### src/rtl/core/wmca_pkg.sv
// Shared types, codes and widths for the weighted mean and covariance accumulator.
package wmca_pkg;

    // Default number of vector elements the store is built for.
    localparam int DEF_MAX_DIM = 8;

    // Action codes of an input transaction.
    localparam logic [1:0] ACT_ADD   = 2'd0;
    localparam logic [1:0] ACT_READ  = 2'd1;
    localparam logic [1:0] ACT_CLEAR = 2'd2;

    // Status codes of a read result.
    localparam logic [1:0] ST_OK     = 2'd0;
    localparam logic [1:0] ST_NODATA = 2'd1;
    localparam logic [1:0] ST_ONE    = 2'd2;

    // Operand selection of the shared divider.
    localparam logic [1:0] DIV_F    = 2'd0;
    localparam logic [1:0] DIV_MEAN = 2'd1;
    localparam logic [1:0] DIV_COV  = 2'd2;
    localparam logic [1:0] DIV_COVP = 2'd3;

    // Operand selection of the shared multiplier.
    localparam logic [1:0] MUL_DEV = 2'd0;
    localparam logic [1:0] MUL_HI  = 2'd1;
    localparam logic [1:0] MUL_LO  = 2'd2;

    // Divider geometry: 72-bit dividend, 33-bit divisor, one quotient bit a cycle.
    localparam int DIV_NW = 72;
    localparam int DIV_DW = 33;
    localparam int DIV_CW = 7;

    // Commands from the controller to the datapath.
    typedef struct packed {
        logic       load;
        logic       clear;
        logic       div_start;
        logic [1:0] div_sel;
        logic       f_wr;
        logic       seed;
        logic       dev_wr;
        logic       mac_rd;
        logic       mul_en;
        logic [1:0] mul_sel;
        logic       s_wr;
        logic       s_rd;
        logic       c_inc;
        logic       sum_wr;
        logic       pos_upd;
        logic       mean_wr;
        logic       cov_wr;
        logic       covp_wr;
        logic       out_load;
    } t_cmd;

    // Status from the datapath to the controller.
    typedef struct packed {
        logic pos_zero;
        logic w_zero;
        logic w_gt1;
        logic pos_lt_dim;
        logic idx_lt_dim;
        logic idx_lt_tri;
        logic c_last;
        logic div_busy;
        logic div_done;
    } t_sts;

endpackage

### src/rtl/core/wmca_ctrl.sv
// Controller state machine that sequences add, read and clear transactions.
module wmca_ctrl (
    input  logic            i_clk,
    input  logic            i_rst_n,
    input  logic            i_in_valid,
    input  logic [1:0]      i_action,
    input  logic            i_out_stall,
    input  wmca_pkg::t_sts  i_sts,
    output wmca_pkg::t_cmd  o_cmd,
    output logic            o_in_stall,
    output logic            o_out_valid
);

    localparam logic [4:0] S_IDLE    = 5'd0;
    localparam logic [4:0] S_ADD_F   = 5'd1;
    localparam logic [4:0] S_ADD_FW  = 5'd2;
    localparam logic [4:0] S_ADD_CHK = 5'd3;
    localparam logic [4:0] S_ADD_MW  = 5'd4;
    localparam logic [4:0] S_MAC_RD  = 5'd5;
    localparam logic [4:0] S_MAC_M1  = 5'd6;
    localparam logic [4:0] S_MAC_M2  = 5'd7;
    localparam logic [4:0] S_MAC_M3  = 5'd8;
    localparam logic [4:0] S_MAC_WR  = 5'd9;
    localparam logic [4:0] S_ADD_SUM = 5'd10;
    localparam logic [4:0] S_ADD_END = 5'd11;
    localparam logic [4:0] S_RD_MEAN = 5'd12;
    localparam logic [4:0] S_RD_MW   = 5'd13;
    localparam logic [4:0] S_RD_COV  = 5'd14;
    localparam logic [4:0] S_RD_CS   = 5'd15;
    localparam logic [4:0] S_RD_CW   = 5'd16;
    localparam logic [4:0] S_RD_P    = 5'd17;
    localparam logic [4:0] S_RD_PW   = 5'd18;
    localparam logic [4:0] S_RD_OUT  = 5'd19;

    logic [4:0]     r_state;
    logic [4:0]     n_state;
    logic           r_out_valid;
    logic           n_out_valid;
    logic           accept;
    wmca_pkg::t_cmd cmd;

    assign accept = i_in_valid && (r_state == S_IDLE);

    // Next state and command decode.
    always_comb begin
        cmd     = '0;
        n_state = r_state;
        unique case (r_state)
            S_IDLE: begin
                if (accept) begin
                    cmd.load = 1'b1;
                    if (i_action == wmca_pkg::ACT_ADD) begin
                        n_state = S_ADD_F;
                    end else if (i_action == wmca_pkg::ACT_READ) begin
                        n_state = S_RD_MEAN;
                    end else if (i_action == wmca_pkg::ACT_CLEAR) begin
                        cmd.clear = 1'b1;
                    end
                end
            end
            S_ADD_F: begin
                if (i_sts.pos_zero && !i_sts.w_zero) begin
                    cmd.div_start = 1'b1;
                    cmd.div_sel   = wmca_pkg::DIV_F;
                    n_state       = S_ADD_FW;
                end else begin
                    n_state = S_ADD_CHK;
                end
            end
            S_ADD_FW: begin
                if (i_sts.div_done) begin
                    cmd.f_wr = 1'b1;
                    n_state  = S_ADD_CHK;
                end
            end
            S_ADD_CHK: begin
                if (!i_sts.pos_lt_dim) begin
                    n_state = S_ADD_END;
                end else if (i_sts.w_zero) begin
                    cmd.seed = 1'b1;
                    n_state  = S_ADD_END;
                end else begin
                    cmd.div_start = 1'b1;
                    cmd.div_sel   = wmca_pkg::DIV_MEAN;
                    n_state       = S_ADD_MW;
                end
            end
            S_ADD_MW: begin
                cmd.div_sel = wmca_pkg::DIV_MEAN;
                if (i_sts.div_done) begin
                    cmd.dev_wr = 1'b1;
                    n_state    = S_MAC_RD;
                end
            end
            S_MAC_RD: begin
                cmd.mac_rd = 1'b1;
                cmd.s_rd   = 1'b1;
                n_state    = S_MAC_M1;
            end
            S_MAC_M1: begin
                cmd.mul_en  = 1'b1;
                cmd.mul_sel = wmca_pkg::MUL_DEV;
                n_state     = S_MAC_M2;
            end
            S_MAC_M2: begin
                cmd.mul_en  = 1'b1;
                cmd.mul_sel = wmca_pkg::MUL_HI;
                n_state     = S_MAC_M3;
            end
            S_MAC_M3: begin
                cmd.mul_en  = 1'b1;
                cmd.mul_sel = wmca_pkg::MUL_LO;
                n_state     = S_MAC_WR;
            end
            S_MAC_WR: begin
                cmd.s_wr = 1'b1;
                if (i_sts.c_last) begin
                    n_state = S_ADD_SUM;
                end else begin
                    cmd.c_inc = 1'b1;
                    n_state   = S_MAC_RD;
                end
            end
            S_ADD_SUM: begin
                cmd.sum_wr = 1'b1;
                n_state    = S_ADD_END;
            end
            S_ADD_END: begin
                cmd.pos_upd = 1'b1;
                n_state     = S_IDLE;
            end
            S_RD_MEAN: begin
                if (i_sts.w_zero) begin
                    n_state = S_RD_OUT;
                end else if (i_sts.idx_lt_dim) begin
                    cmd.div_start = 1'b1;
                    cmd.div_sel   = wmca_pkg::DIV_MEAN;
                    n_state       = S_RD_MW;
                end else begin
                    n_state = S_RD_COV;
                end
            end
            S_RD_MW: begin
                cmd.div_sel = wmca_pkg::DIV_MEAN;
                if (i_sts.div_done) begin
                    cmd.mean_wr = 1'b1;
                    n_state     = S_RD_COV;
                end
            end
            S_RD_COV: begin
                if (i_sts.idx_lt_tri) begin
                    cmd.s_rd = 1'b1;
                    n_state  = S_RD_CS;
                end else begin
                    n_state = S_RD_OUT;
                end
            end
            S_RD_CS: begin
                cmd.div_start = 1'b1;
                cmd.div_sel   = wmca_pkg::DIV_COV;
                n_state       = S_RD_CW;
            end
            S_RD_CW: begin
                if (i_sts.div_done) begin
                    cmd.cov_wr = 1'b1;
                    n_state    = S_RD_P;
                end
            end
            S_RD_P: begin
                if (i_sts.w_gt1) begin
                    cmd.div_start = 1'b1;
                    cmd.div_sel   = wmca_pkg::DIV_COVP;
                    n_state       = S_RD_PW;
                end else begin
                    n_state = S_RD_OUT;
                end
            end
            S_RD_PW: begin
                if (i_sts.div_done) begin
                    cmd.covp_wr = 1'b1;
                    n_state     = S_RD_OUT;
                end
            end
            S_RD_OUT: begin
                if (!r_out_valid || !i_out_stall) begin
                    cmd.out_load = 1'b1;
                    n_state      = S_IDLE;
                end
            end
            default: begin
                n_state = S_IDLE;
            end
        endcase
    end

    // Output valid follows loads and downstream acceptance.
    always_comb begin
        n_out_valid = r_out_valid;
        if (cmd.out_load) begin
            n_out_valid = 1'b1;
        end else if (!i_out_stall) begin
            n_out_valid = 1'b0;
        end
    end

    always_ff @(posedge i_clk) begin
        if (!i_rst_n) begin
            r_state     <= S_IDLE;
            r_out_valid <= 1'b0;
        end else begin
            r_state     <= n_state;
            r_out_valid <= n_out_valid;
        end
    end

    assign o_cmd       = cmd;
    assign o_in_stall  = (r_state != S_IDLE);
    assign o_out_valid = r_out_valid;

    // The divider is never restarted while a division is running.
    a_div_idle: assert property (@(posedge i_clk) disable iff (!i_rst_n)
        cmd.div_start |-> !i_sts.div_busy)
        else $error("divider started while busy");

    // Scatter updates happen only for an element in range with weight present.
    a_mac_range: assert property (@(posedge i_clk) disable iff (!i_rst_n)
        cmd.s_wr |-> (i_sts.pos_lt_dim && !i_sts.w_zero))
        else $error("scatter written outside an accumulating element");

    // Seeding happens only with no accumulated weight.
    a_seed: assert property (@(posedge i_clk) disable iff (!i_rst_n)
        cmd.seed |-> (i_sts.w_zero && i_sts.pos_lt_dim))
        else $error("seed issued with weight present");

endmodule

### config.mk
export PLATFORM = sky130hd
export DESIGN_NAME = wmca_ctrl
export DESIGN_NICKNAME = d
export VERILOG_FILES = /design/src/rtl/core/wmca_pkg.sv /design/src/rtl/core/wmca_ctrl.sv
export SDC_FILE = /design/constraint.sdc
export NUM_CORES = 1
export LEC_CHECK = 0
export BUFFER_PORTS_ARGS = -buffer_cell sky130_fd_sc_hd__buf_4
export CORE_UTILIZATION = 51
export CTS_BUF_LIST = sky130_fd_sc_hd__clkbuf_8 sky130_fd_sc_hd__clkbuf_16
export DETAILED_ROUTE_END_ITERATION = 10
export GPL_TIMING_DRIVEN = 0
export MAX_ROUTING_LAYER = met4
export PLACE_DENSITY = 0.85
export SLEW_MARGIN = 20
export SYNTH_ARGS = -nofsm -noshare
export SYNTH_HDL_FRONTEND = slang
export SYNTH_SLANG_ARGS = --single-unit
### constraint.sdc
create_clock -name i_clk -period 3.3 [get_ports i_clk]
set_input_delay 0.165 -clock i_clk [delete_from_list [all_inputs] [get_ports i_clk]]
set_output_delay 0.165 -clock i_clk [all_outputs]
set_load 0.01 [all_outputs]
Word level (Yosys, flattened, before mapping)

Cells that the tools add are included.

Flip-flop bits (word level): 6
Latch bits: 0
Memory bits (writable): 0
Memory bits (read-only): 0
Input port bits: 15
Output and inout port bits: 23
Logic and storage cells: 96
Memories kept: 0

Add/sub/neg operators: 0
Multipliers: 0
Divide/modulo/power cells: 0
$lt $le $gt $ge: 0
Equality and inequality tests: 30
Shifts and indexed selects: 0
Mux-type cells: 53
Bitwise gates (word level): 0
Reduce and logical (&&, ||, !) cells: 11

Operator list:

| cell                                                 | number |
|---|---|
| case mux 5 bit (19 select lines)                     | 1 |
| two-way mux 5 bit                                    | 12 |
| equality test 5 x 4 -> 1 bit (second input constant) | 8 |
| two-way mux 1 bit                                    | 25 |
| equality test 5 x 3 -> 1 bit (second input constant) | 4 |
| equality test 5 bit (second input constant)          | 4 |
| two-way mux 3 bit                                    | 6 |
| != test 2 bit (second input constant)                | 7 |
| case mux 2 bit (6 select lines)                      | 1 |
| equality test 5 x 2 -> 1 bit (second input constant) | 2 |
| case mux 3 bit (3 select lines)                      | 1 |
| two-way mux 4 bit                                    | 2 |
| AND reduction 8 bit                                  | 1 |
| two-way mux 2 bit                                    | 3 |
| equality test 5 x 1 -> 1 bit (second input constant) | 1 |
| logical NOT 5 bit                                    | 1 |
| case mux 1 bit (5 select lines)                      | 1 |
| nonzero test 5 bit                                   | 1 |
| logical NOT 1 bit                                    | 3 |
| != test 3 x 1 -> 1 bit (second input constant)       | 1 |
| equality test 2 x 1 -> 1 bit (second input constant) | 1 |
| equality test 2 bit (second input constant)          | 1 |
| logical AND 1 bit                                    | 2 |
| logical NOT 2 bit                                    | 1 |
| 4 further kinds                                      | 4 |

Logic depth before layout (Yosys ltp)

Gate-level depths: netlist (run 1).

Depth after elaboration: 6
Depth in mapped cells: 7

Worst setup path after synthesis (run 1)

Ideal clock, no wire load.

Kind: reg2reg
Start point: register r_state[1]
End point: register r_state[1]
Arrival time: 1.390 ns
Slack: 1.792 ns
Cell stages (with the launch flop): 8
Buffers on the path: 1
Period minus slack after synthesis: 1.508 ns
Cells stage by stage: dfxtp_1 -> buf_6 -> or2b_1 -> nor2_1 -> a22o_1 -> or2_1 -> a22oi_1 -> nor2b_1

Word-level cells in the longest chain between the ends: 4
Elaborated cells between the ends (all ways): 30

Ends and longest elaborated chain:

| what                                 | line                             | source |
|---|---|---|
| start: declaration                   | wmca_ctrl.sv:35                  | `logic [4:0] r_state;` |
| start signal: assignment             | wmca_ctrl.sv:211                 | `r_state <= n_state;` |
| logical NOT 5 bit                    | wmca_ctrl.sv:42, wmca_ctrl.sv:48 |  |
| logical AND 1 bit                    | wmca_ctrl.sv:42                  | `assign accept = i_in_valid && (r_state == S_IDLE);` |
| != test 2 bit (no source line)       | -                                |  |
| AND reduction 8 bit (no source line) | -                                |  |

Several ways; a longest one is shown, not always the timed one.
A chain may end at the register's enable or synchronous reset.

==> results.yml, run 1 <==
floorplan:
  initial_core_util_pct: 56.6
  num_rows: 14
  fp.dieArea_mm2: 0.00190
  io_pins: 38
  core_mm2: 0.00156
  die_y_um: 43.6
  die_x_um: 43.6
global_routing:
  grt_pass1_vias: 1037
  grt_usage_pct: 34.1
  grt_max_degree: 11
  grt_remaining_overflow: 0
  antenna_found_initial: 0
  grt_pass1_wl_um: 4690
clocking:
  clk_pin_slew_ns: 0.04
  cts-root-buf: "clkbuf_8"
  htree_levels: 1
  postCtsSetupBuffers: 0
  clk_latency_ns: 0.23
  clkSinkCount: 6
  cts_resized: 0
  cts_hold_buf: 0
  cts_tree: "built"
  max-clock-path-buffers: 2
  cts_buffers: 3
final_layout:
  final_layout_size_suffix_gt1_share_pct: 34.5
  fill_cells: 129
  antenna_cells: 0
  syn_to_final_growth_pct: 37.6
  regArea_um2: 120
  multi_input_area_um2: 674
  stdcell_count: 187
  layout.nets: 188
  fin_area_mm2: 0.00121
  fin_util_pct: 77.8
worst_setup_path:
  cpPeakStageDelay_ns: 0.43
  rr_worst_depth: 7
  cp_top_family: "simple AND/OR/NAND/NOR gates"
  crit_arrival_ns: 1.93
  crit_path_top_delay_cell: "dfxtp_1"
  crit_path_start_kind: "flip-flop"
  crit_fanout: 7
  r2r-start: "r_state[3]"
  crit_required_ns: 3.13
  cp_cell_sequence: "nand2_1 -> nor2_1 -> nand3_1 -> a21oi_1 -> a31oi_1 -> o21ai_0 -> buf_4"
  endpoint_kind: "output pin"
  crit_buf_inv: 1
  r2r_slack_ns: 1.52
  critical_path_class: "flip-flop to output pin"
  r2r_end: "r_state[4]"
synthesis:
  netlist.top_cell.by_area: "dfxtp_1"
  async_flop_share_pct: 0
  synth_nets: 147
  yosysTopAreaCellShare_pct: 13.6
  synth_ff_type: "dfxtp_1"
  syn_area_um2: 882
  yosys_warnings: 0
  synth_edf_count: 0
  synth_commonest_cells: "nand2_1 (15), nor2_1 (14), o21ai_0 (10)"
  ys_seq_elements: 6
  synthCells: 132
  ys_types: 42
  synthTopCellsByArea: "dfxtp_1 (14%), nand2_1 (6.4%), nor2_1 (6.0%), o21ai_0 (5.7%), nor3_1 (4.5%)"
  avgSynthCellArea_um2: 6.68
  seq_area_frac_synth_pct: 13.6
  synthMostInstantiatedCell: "nand2_1"
routing:
  drtAntennaViolNets: 0
  drt_iter0_markers: 59
  wl_per_cell_um: 16.0
  met1Wirelength_um: 1180
  wl_um: 2990
  drtPass1Iterations: 7
  wl_met3_um: 333
  route.met2.wl_um: 1440
  drcViolationCount: 2
  viasPerCell: 6.29
  route.top_layer_used: "met4"
  vias: 1176
sta:
  fmax_mhz: 478
  hold_viol: 0
  tightest_slew_ns: 0.530
  finClkSkew_ns: 0.00134
  slew-limit-headroom_pct: 64.5
  hold_ws_ns: 0.209
  fin_crit_sh_pct: 63.4
  period_minus_slack_ns: 2.09
  drv_slew: 0
  final-setup-viol-count: 0
  worst_slack_ns: 1.21
  tns_ns: 0
  grt_setup_unrepaired: "false"
outcome:
  status: "complete, but fails checks"
  violations: "DRC"
worst_hold_path:
  hold_start: "i_rst_n"
  holdPathStages: 2
  min_path_type: "input pin to flip-flop"
  worst_hold_path.endpoint: "r_state[1]"
power_and_ir_drop:
  vdd_drop_max_mv: 0.518
  p_switching_mw: 0.455
  seqPwrFrac_pct: 12.9
  p_comb_share_pct: 74.3
  switching_share_pct: 49.9
  intPower_mw: 0.457
  p_per_area_mw_per_mm2: 752
  finalPower_mw: 0.912
  clockPowerShare_pct: 12.7
  leakage_nw: 0.555
place:
  gp_congestion: 0.955
  numPortBuffers: 36
  hpwl_um: 2260
  dp_cells: 184
  dp_slack_ns: 1.50
  dpl_cell_area_mm2: 0.00117
flow_run:
  timing.max_cap.violations: 0
==> cells in the final DEF, fill, tap and decap left out, types with 2 or more instances in the layout <==
cell,instances
a21boi_0,2
a21boi_1,2
a21oi_1,7
and3_1,5
buf_2,4
buf_4,38
buf_6,3
clkbuf_8,3
dfxtp_1,6
inv_1,5
nand2_1,15
nand3_1,7
nand4_1,2
nor2_1,14
nor2b_1,6
nor3_1,8
nor3_4,2
o211ai_1,2
o21a_1,2
o21ai_0,10
o21ai_1,2
o311ai_0,2
o32ai_1,2
or2_2,2
xnor2_1,2
==> worst register-to-register path, stage by stage (launching register included) <==
cell	delay, ns
dfxtp_1	0.33
buf_4	0.18
nor3_2	0.40
nand2_2	0.13
o22ai_2	0.22
or2_1	0.20
nand2_1	0.08
a21boi_1	0.16
==> worst max-delay path by stage <==
| stage | start | end | slack (ns) | cells past startpoint |
|---|---|---|---|---|
| floorplan | r_state[1] | r_state[1] | 1.79 | 7 |
| global placement | r_state[3] | o_cmd[18] | 1.54 | 7 |
| detailed placement | r_state[3] | o_cmd[18] | 1.50 | 7 |
| CTS | r_state[3] | o_cmd[18] | 1.25 | 7 |
| global route | r_state[3] | o_cmd[18] | 1.01 | 7 |
| finish | r_state[2] | o_cmd[18] | 1.21 | 7 |
==> registers in the layout, indices dropped and copies added, names as in the netlist <==
name	cells
r_state	5
o_out_valid	1
==> kinds of logic (layout without fill, tap and decap cells) <==
kind of cell              after synthesis  in the layout  share of synthesized area [%]
DFF                                     6              6                           13.6
xor gates and xnor gates                2              2                           1.99
buffers and inverters                  14             53                           9.93
AOI/OAI and AO/OA                      39             39                           29.1
and+or+nand+nor                        71             71                           45.4
==> power groups by stage <==
stage          Combinational (mW)  Clock [mW]  Sequential (mW)
5_1_grt                     0.745       0.120            0.119
4_1_cts                     0.669       0.116            0.117
3_3_place_gp                0.658           0            0.115
6_report                    0.678       0.116            0.118
3_5_place_dp                0.666           0            0.117
2_1_floorplan               0.470           0            0.112
==> per-layer routing <==
metal  GRT usage, %  vias up
met2           53.4       89
li1               -      558
met1           42.6      523
met3           12.1        6
met5              -        -
met4           5.63        0
==> area by class of cell <==
class / instances / area share, %
Multi-Input combinational cell: 112 / 55.6
Timing Repair Buffer: 36 / 22.3
Sequential cell: 6 / 9.90
Buffer: 9 / 5.67
Clock buffer: 3 / 3.40
Tap cell: 16 / 1.65
Inverter: 5 / 1.55
Note: power is estimated with default switching activity, not from simulation.
==> run 2, diff against run 1 <==
--- a/config.mk
+++ b/config.mk
@@ -6,12 +6,12 @@
 export NUM_CORES = 1
 export LEC_CHECK = 0
 export BUFFER_PORTS_ARGS = -buffer_cell sky130_fd_sc_hd__buf_4
-export CORE_UTILIZATION = 51
+export CORE_UTILIZATION = 42
 export CTS_BUF_LIST = sky130_fd_sc_hd__clkbuf_8 sky130_fd_sc_hd__clkbuf_16
 export DETAILED_ROUTE_END_ITERATION = 10
 export GPL_TIMING_DRIVEN = 0
 export MAX_ROUTING_LAYER = met4
-export PLACE_DENSITY = 0.85
+export PLACE_DENSITY = 0.75
 export SLEW_MARGIN = 20
 export SYNTH_ARGS = -nofsm -noshare
 export SYNTH_HDL_FRONTEND = slang
==> constraint.sdc (replaced) <==
create_clock -name i_clk -period 1.73 [get_ports i_clk]
set_input_delay 0.0865 -clock i_clk [delete_from_list [all_inputs] [get_ports i_clk]]
set_output_delay 0.0865 -clock i_clk [all_outputs]
set_load 0.01 [all_outputs]
==> run 2 against run 1 <==
- the run now ends clean
- clock power rose by 75%
- core utilization is 7.1 points lower
- sequential share of layout area down 0.97 points
- critical endpoint unchanged
- largest cell class unchanged
==> results.yml, run 2 (same netlist as run 1, synthesis figures left out) <==
outcome:
  status: "completed"
power_and_ir_drop:
  leakage_nw: 0.620
  switching_share_pct: 46.9
  clockPowerShare_pct: 10.0
  p_comb_share_pct: 77.6
  p_switching_mw: 0.954
  p_per_area_mw_per_mm2: 1470
  seqPwrFrac_pct: 12.4
  intPower_mw: 1.08
  vdd_drop_max_mv: 1.02
worst_setup_path:
  crit_required_ns: 1.64
  crit_path_top_delay_cell: "dfxtp_2"
  crit_path_start_kind: "flip-flop"
  cpPeakStageDelay_ns: 0.34
  cp_cell_sequence: "buf_6 -> nor3_4 -> nand4_1 -> a21oi_1 -> a31oi_1 -> o21ai_1 -> buf_4"
  endpoint_kind: "output pin"
  crit_arrival_ns: 1.61
  critical_path_class: "flip-flop to output pin"
  crit_fanout: 10
final_layout:
  regArea_um2: 124
  layout_common_cells: "buf_4 (49), nand2_1 (14), nor2_1 (11)"
  fin_area_mm2: 0.00139
  fin_util_pct: 70.7
  multi_input_area_um2: 726
  syn_to_final_growth_pct: 57.3
  final_common_cell: "buf_4"
  largest_register_ffs: 5
  layout.nets: 199
  antenna_cells: 0
  fill_cells: 189
  final_layout_size_suffix_gt1_share_pct: 44.0
  regMostFlops: "r_state"
sta:
  finClkSkew_ns: 0.00128
  drv_slew: 0
  hold_viol: 0
  grt_setup_unrepaired: "true"
  slew-limit-headroom_pct: 76.4
  fin_crit_sh_pct: 98.3
  final-setup-viol-count: 0
  period_minus_slack_ns: 1.70
  fmax_mhz: 588
  tightest_slew_ns: 0.350
routing:
  drcViolationCount: 0
  drtPass1Iterations: 4
  route.top_layer_used: "met4"
  wl_um: 3060
  drt_iter0_markers: 42
  wl_per_cell_um: 14.6
  drtAntennaViolNets: 0
  wl_met3_um: 309
  vias: 1233
  viasPerCell: 5.90
  met1Wirelength_um: 1280
  route.met2.wl_um: 1420
floorplan:
  io_pins: 38
  fp.dieArea_mm2: 0.00229
  die_y_um: 47.8
  num_rows: 16
  die_x_um: 47.8
  initial_core_util_pct: 45.0
  core_mm2: 0.00196
flow_run:
  timing.max_cap.violations: 0
clocking:
  clk_latency_ns: 0.22
  max-clock-path-buffers: 2
  htree_levels: 1
  cts_buffers: 3
  cts-root-buf: "clkbuf_8"
  cts_tree: "built"
  clkSinkCount: 6
  clk_pin_slew_ns: 0.04
  cts_hold_buf: 0
global_routing:
  antenna_found_initial: 0
  grt_remaining_overflow: 0
  grt_max_degree: 11
  grt_usage_pct: 27.1
  grt_pass1_wl_um: 4170
  grt_pass1_vias: 945
place:
  numPortBuffers: 36
  dpl_cell_area_mm2: 0.00119
  hpwl_um: 2200
  gp_congestion: 0.953
worst_hold_path:
  min_path_type: "input pin to flip-flop"
run 2: path summary, 6_finish.rpt:
check,from,depth (start not counted),slack [ns],endpoint
min reg2reg,o_out_valid,2,0.58,o_out_valid
min,i_rst_n,2,0.15,r_state[2]
max reg2reg,r_state[1],8,0.04,r_state[1]
max,r_state[3],7,0.03,o_cmd[18]
run 2: repair_timing:
action	4_1_cts	5_1_grt
gates cloned	0	0
gates resized for setup	6	17
pin swaps	1	6
buffers inserted	0	11
endpoints found under the setup margin	5	11
run 2: worst max-delay path, delay by kind of cell, from the launching register on:
family / cells / cell delay, ns
AO/OA/AOI/OAI: 3 / 0.35
flip-flops: 1 / 0.34
buffers and inverters: 2 / 0.28
AND/OR/NAND/NOR: 2 / 0.41
run 2: final cells by class:
cell class | instances | area share [%]
inverters | 5 | 1.62
well taps | 27 | 2.43
clock buffers | 3 | 2.98
multi-input cells | 112 | 52.3
flip-flops and latches | 6 | 8.93
plain buffers | 9 | 6.31
repair buffers | 47 | 25.4
run 2: through the flow:
step	power [mW]	hold WS (ns)	worst slack (ns)	instances	setup TNS, ns
after floorplan	1.11	0.202	0.222	132	0
after global placement	1.50	0.371	0.0146	195	0
after detailed placement	1.50	0.368	0.0206	195	0
after CTS	1.74	0.146	-0.0385	198	-0.0629
after global routing	2.17	0.146	-0.0684	209	-0.107
final	2.04	0.153	0.0302	209	0
run 2: layer usage:
metal	vias to the layer above	track usage, %
met2	78	41.9
met5	-	-
met1	567	36.6
li1	580	-
met3	8	5.66
met4	0	4.44
run 2: power by group through the flow:
stage	combinational [mW]	sequential, mW	clock, mW
after global placement	1.28	0.221	0
after detailed placement	1.27	0.223	0
after floorplan	0.897	0.214	0
final	1.58	0.253	0.203
after global routing	1.69	0.256	0.225
after CTS	1.31	0.226	0.210
